$ cat config.mk
export PLATFORM = sky130hd
export DESIGN_NAME = bsf_res_q_flat
export DESIGN_NICKNAME = d
export VERILOG_FILES = /design/src/bsf_pkg.sv /design/src/bsf_out_if.sv /design/src/bsf_res_q.sv /design/src/flat_wrapper.sv
export SDC_FILE = /design/constraint.sdc
export NUM_CORES = 1
export LEC_CHECK = 0
export ABC_AREA = 1
export BUFFER_PORTS_ARGS = -buffer_cell sky130_fd_sc_hd__buf_4
export CAP_MARGIN = 25
export CELL_PAD_IN_SITES_DETAIL_PLACEMENT = 0
export CELL_PAD_IN_SITES_GLOBAL_PLACEMENT = 1
export CORE_MARGIN = 2
export CORE_UTILIZATION = 40
export DETAILED_ROUTE_END_ITERATION = 8
export PLACE_DENSITY_LB_ADDON = 0.1
export SLEW_MARGIN = 0
export SYNTH_ARGS = -nofsm -noshare
export SYNTH_HDL_FRONTEND = slang
export SYNTH_SLANG_ARGS = --single-unit
$ cat constraint.sdc
create_clock -name clk_i -period 3.58 [get_ports clk_i]
set_clock_uncertainty 0.15 [all_clocks]
set_input_delay 0.537 -clock clk_i [delete_from_list [all_inputs] [get_ports clk_i]]
set_output_delay 0.537 -clock clk_i [all_outputs]
set_load 0.005 [all_outputs]
$ cat src/bsf_pkg.sv
package bsf_pkg;

  localparam int BufferBytes = 1024;
  localparam int AddrW = $clog2(BufferBytes);
  localparam int LenW = 10;
  localparam int ByteW = 8;
  localparam int FuncW = 2;
  localparam int StatW = 3;
  localparam int CmpW = ((AddrW > LenW) ? AddrW : LenW) + 1;

  typedef enum logic [FuncW-1:0] {
    FN_RESERVE = 2'd0,
    FN_PUT     = 2'd1,
    FN_GET     = 2'd2,
    FN_NONE    = 2'd3
  } func_e;

  typedef enum logic [StatW-1:0] {
    ST_OK      = 3'd0,
    ST_WLOCK   = 3'd1,
    ST_NOSPACE = 3'd2,
    ST_NORSV   = 3'd3,
    ST_LONG    = 3'd4,
    ST_EMPTY   = 3'd5
  } status_e;

  typedef enum logic [1:0] {
    S_IDLE = 2'b01,
    S_READ = 2'b10
  } fsm_e;

  typedef struct packed {
    status_e          status;
    logic [ByteW-1:0] byte_out;
    logic             end_of_string;
    logic [LenW-1:0]  string_length;
  } res_t;

endpackage

$ cat src/bsf_out_if.sv
interface bsf_out_if import bsf_pkg::*; ();
  logic             valid;
  logic             ready;
  logic [StatW-1:0] status;
  logic [ByteW-1:0] byte_out;
  logic             end_of_string;
  logic [LenW-1:0]  string_length;

  modport source (output valid, output status, output byte_out, output end_of_string,
                  output string_length, input ready);
  modport sink (input valid, input status, input byte_out, input end_of_string,
                input string_length, output ready);
endinterface

$ cat src/bsf_res_q.sv
module bsf_res_q import bsf_pkg::*; (
  input  logic clk_i,
  input  logic rst_ni,
  input  logic push_i,
  input  res_t data_i,
  output logic full_o,
  bsf_out_if.source out_ch
);

  res_t       ent_q [2];
  logic       wr_q, wr_d;
  logic       rd_q, rd_d;
  logic [1:0] cnt_q, cnt_d;
  logic       pop;

  assign pop = out_ch.valid && out_ch.ready;

  always_comb begin
    wr_d  = wr_q;
    rd_d  = rd_q;
    cnt_d = cnt_q;
    if (push_i) begin
      wr_d = ~wr_q;
    end
    if (pop) begin
      rd_d = ~rd_q;
    end
    if (push_i && !pop) begin
      cnt_d = cnt_q + 2'd1;
    end else if (!push_i && pop) begin
      cnt_d = cnt_q - 2'd1;
    end
  end

  always_ff @(posedge clk_i or negedge rst_ni) begin
    if (!rst_ni) begin
      wr_q  <= 1'b0;
      rd_q  <= 1'b0;
      cnt_q <= 2'd0;
    end else begin
      wr_q  <= wr_d;
      rd_q  <= rd_d;
      cnt_q <= cnt_d;
    end
  end

  always_ff @(posedge clk_i) begin
    if (push_i) begin
      ent_q[wr_q] <= data_i;
    end
  end

  assign full_o               = (cnt_q == 2'd2);
  assign out_ch.valid         = (cnt_q != 2'd0);
  assign out_ch.status        = ent_q[rd_q].status;
  assign out_ch.byte_out      = ent_q[rd_q].byte_out;
  assign out_ch.end_of_string = ent_q[rd_q].end_of_string;
  assign out_ch.string_length = ent_q[rd_q].string_length;

endmodule

$ cat src/flat_wrapper.sv
// flat-port wrapper written by rule: the top's interface ports become plain ports
module bsf_res_q_flat import bsf_pkg::*;
  (clk_i, rst_ni, push_i, data_i, full_o, out_ch_valid, out_ch_status, out_ch_byte_out, out_ch_end_of_string, out_ch_string_length, out_ch_ready);
  bsf_out_if out_ch_i ();
  input  logic clk_i;
  input  logic rst_ni;
  input  logic push_i;
  input  res_t data_i;
  output logic full_o;
  output wire logic [$bits(out_ch_i.valid)-1:0] out_ch_valid;
  output wire logic [$bits(out_ch_i.status)-1:0] out_ch_status;
  output wire logic [$bits(out_ch_i.byte_out)-1:0] out_ch_byte_out;
  output wire logic [$bits(out_ch_i.end_of_string)-1:0] out_ch_end_of_string;
  output wire logic [$bits(out_ch_i.string_length)-1:0] out_ch_string_length;
  input wire logic [$bits(out_ch_i.ready)-1:0] out_ch_ready;
  assign out_ch_valid = out_ch_i.valid;
  assign out_ch_status = out_ch_i.status;
  assign out_ch_byte_out = out_ch_i.byte_out;
  assign out_ch_end_of_string = out_ch_i.end_of_string;
  assign out_ch_string_length = out_ch_i.string_length;
  assign out_ch_i.ready = out_ch_ready;
  bsf_res_q u_core (.clk_i(clk_i), .rst_ni(rst_ni), .push_i(push_i), .data_i(data_i), .full_o(full_o), .out_ch(out_ch_i));
endmodule
==> Word-level counts from Yosys, hierarchy flattened <==
Memories as Yosys holds them, arrays and structs flattened.
Cells that the tools add are included.
{ "word_totals": {"reg_bits": 4, "mem_bits_rw": 44, "input_bits": 26, "memories": 1} }
{ "mem_list": {"columns": ["memory", "depth", "word_bits", "rd", "rd_ports_with_merged_regs", "wr", "line", "source"], "rows": [
  ["u_core.ent_q", 2, 22, 1, 0, 1, "bsf_res_q.sv:10", "res_t ent_q [2];"]
]} }
{ "classes": {"add_sub_neg": 2, "n_eq_ne": 1, "muxes": 4, "bitwise_logic": 2, "n_reduce_logical": 7} }
{ "ops": {"columns": ["op", "count"], "rows": [
  ["2-bit 2-to-1 mux", 2],
  ["2-bit nonzero test", 2],
  ["1-bit logical AND", 3],
  ["2-bit by 1-bit adder with 2-bit output, second input constant", 1],
  ["2-bit equality test, second input constant", 1],
  ["1-bit zero test", 2],
  ["1-bit 2-to-1 mux", 2],
  ["1-bit inverter", 2],
  ["2-bit by 1-bit subtractor with 2-bit output, second input constant", 1]
]} }

==> Logic depth before layout (Yosys ltp) <==
{ "logic_depth": {"word_depth": 5, "depth_mapped": 9, "depth_no_buf": 9} }

==> Least setup slack after synthesis <==
Ideal clock, no wire load.
{ "synth_path": {"kind": "input port to flip-flop", "startpoint": "in push_i", "endpoint": "mem u_core.ent_q[0][0] (netlist bit) (enable)", "setup_ns": 0.401, "t_arrival_ns": 1.509, "required_time_ns": 3.029, "setup_slack_ns": 1.520, "path_stages": 2, "path_buffers": 0, "cell_sequence": "inv_1 -> nor2_1"} }
{ "synth_between": {"elab_chain_cells": 2} }
{ "synth_lines": {"columns": ["element", "line", "source"], "rows": [
  ["from (decl)", "flat_wrapper.sv:7", "input logic push_i;"],
  ["1-bit 2-to-1 mux", "bsf_res_q.sv:48", "if (push_i) begin"],
  ["1-bit 2-to-1 mux (not written as such)", "bsf_res_q.sv:49", "ent_q[wr_q] <= data_i;"],
  ["to (decl)", "bsf_res_q.sv:10", null]
]} }
No other way between the ends.

==> Worst setup path after layout <==
{ "layout_path": {"startpoint": "reg u_core.rd_q", "endpoint": "out out_ch_string_length[9]"} }
{ "layout_between": {"elab_chain_cells": 1} }
{ "layout_lines": {"columns": ["element", "line", "source"], "rows": [
  ["from (decl)", "bsf_res_q.sv:12", "logic rd_q, rd_d;"],
  ["from (signal assigned)", "bsf_res_q.sv:42", "rd_q <= rd_d;"],
  ["memory 2 x 22 bit", null, null],
  ["to (decl)", "flat_wrapper.sv:14", "output wire logic [$bits(out_ch_i.string_length)-1:0] out_ch_string_length;"]
]} }
No other way between the ends.

==> flow_metrics.tcl <==
set metrics [dict create \
    overflow 0 \
    die-area_um2 5110 \
    synth_top_area_frac 0.726 \
    ctsHoldBuffers 1 \
    drive_above_1_share 0.293 \
    yosysMostFrequentCell "nand2_1" \
    io_pins 50 \
    drt_first_pass_iters 4 \
    viasPerCell 4.52 \
    port-buffer-count 49 \
    fin_setup_tns_ns 0 \
    root_buffer "clkbuf_8" \
    numCtsBuffers 5 \
    p_total_mw 1.67 \
    synth_area_um2 1820 \
    syn-num-nets 169 \
    outcome "finished, final reports clean" \
    crit_chain "inv_2 > nand2_1 > nand2_1 > buf_4" \
    max_stage_delay_ns 0.39 \
    coreArea_um2 4380 \
    maxSlewHeadroom 0.385 \
    grt_use_total 0.138 \
    final_area_um2 2320 \
    cp_slowest_cell "dfrtp_1" \
    worstSetupEndpointType "output port" \
    drt_iter0_drc 69 \
    nNetsFinal 224 \
    power_density_nw_per_um2 720 \
    clk_pin_slew_ns 0.08 \
    crit_arrival_ns 1.29 \
    synth_cell_types 13 \
    syn_inst 142 \
    synth.avg_cell_area_um2 12.8 \
    synth_top_flop_cell "edfxtp_1" \
    clock_latency_ns 0.29 \
    floorplan.initialDensity 0.415 \
    wl_per_cell_um 12.8 \
    grt_max_degree 24 \
    clockBufferDepth 2 \
    die_h_um 71.5 \
    htreeDepth 2 \
    vias 1130 \
    antenna_cells 0 \
    crit_fanout 23 \
    max-vdd-ir-drop_v 0.000353 \
    cts-resized-gates 0 \
    maxCapViolations 0 \
    die_x_um 71.5 \
    routabilityCongestion 0.670 \
    antenna_found_initial 0 \
    min_period_ns 1.98 \
    cts_tree "built" \
    finalCritPeriodShare 0.552 \
    critPathKind "flop to output port" \
    async_flop_share 0.0833 \
    drt.antenna.violating_nets 0 \
    place_hpwl_um 2080 \
    cpMostUsedCell "nand2_1" \
    synth_commonest_cells "nand2_1, edfxtp_1, inv_1" \
    max_freq_ghz 0.506 \
    power.leakage_nw 1.03 \
    postPlaceCellArea_um2 2230 \
    yosys.area.top_type "edfxtp_1" \
    cts_setup_buffers 0 \
    finalHoldViolations 0 \
    cts_sinks 48 \
    slew_viol_final 0 \
    yosys-top-cells-area "edfxtp_1, nand2_1, dfrtp_1, buf_6, inv_1" \
    yosysSeqAreaShare 0.781 \
    rsz0062_at_grt "no" \
    ys_warn_count 0 \
    grt_pass1_wl_um 5220 \
    synth_seq_cells 48 \
    worstMarginPinSlew_ns 0.922 \
    drc 0 \
    synth-edff-count 44 \
    synthToLayoutAreaGrowth_pct 27.6 \
    startpoint_type "flop" \
    rows 24 \
    hp-class "input port to flop" \
    setup_violations 0 \
    cp.required_ns 2.89 \
    grt_pass1_vias 1166 \
    finalWirelength_um 3200 \
    cp_num_buf_inv 2 \
    crit_family "buffers and inverters" \
]
## placed cells by master, fill, tap and decap left out, types with 2 or more instances in the layout
cell,Yosys,final
nand2_1,75,75
buf_4,2,51
edfxtp_1,44,44
inv_1,6,6
clkbuf_8,0,5
dfrtp_1,4,4
nand3_1,2,2
clkbuf_1,0,2
## state kept, by name, indices dropped and copies added, names as in the netlist
name and flops:
u_core.ent_q 44, u_core.rd_q 1, u_core.wr_q 1, u_core.cnt_q 2
## where the power goes
part	total, mW	internal (mW)	switching [mW]
registers	0.790	0.751	0.0390
logic	0.588	0.267	0.321
clock network	0.295	0.136	0.159
total	1.67	1.15	0.519
## final cells by class
| type | count | area (um2) |
|---|---|---|
| clock inverters | 1 | 3.75 |
| flip-flops and latches | 48 | 1420 |
| repair buffers | 52 | 393 |
| inverters | 7 | 26.3 |
| well taps | 52 | 65.1 |
| clock buffers | 7 | 76.3 |
| multi-input cells | 83 | 338 |
| fillers | 402 | 2060 |
## per-stage QoR
step                      utilization  std cells  hold WS [ns]  setup slack (ns)
final                           0.530        250         0.274              1.60
after global routing            0.530        250         0.253              1.46
after detailed placement        0.509        241         0.188              1.62
after global placement          0.509        241         0.186              1.68
after floorplan                     -        142        0.0914              1.52
after CTS                       0.530        250         0.264              1.56
## logic make-up (layout without fill, tap and decap cells)
logic type | count (synthesis) | in the layout | share of synthesized area
buf+inv | 11 | 67 | 0.0350
xor+xnor | 2 | 2 | 0.00962
fa+ha+maj | 1 | 1 | 0.00687
flops | 48 | 48 | 0.781
simple gates | 80 | 80 | 0.168
## metal layers
metal	global-route usage	wire length, um	vias to the layer above
met2	0.219	1550	40
met3	0.0520	233	4
li1	-	-	577
met5	0	0	-
met1	0.173	1380	509
met4	0.0503	36	0
## worst paths after layout
kind / from / to / slack [ns] / cells after the start
setup / recovery: u_core.rd_q / out_ch_string_length[9] / 1.60 / 4
hold / removal: data_i[18] / u_core.ent_q[1][18] / 0.27 / 1
setup reg to reg: u_core.wr_q / u_core.ent_q[1][3] / 1.91 / 2
hold reg to reg: u_core.cnt_q[1] / u_core.cnt_q[1] / 0.34 / 2
max in group asynchronous: rst_ni / u_core.cnt_q[0] / 2.76 / 2
min in group asynchronous: rst_ni / u_core.wr_q / 0.42 / 2
(Power assumes the default switching activity.)
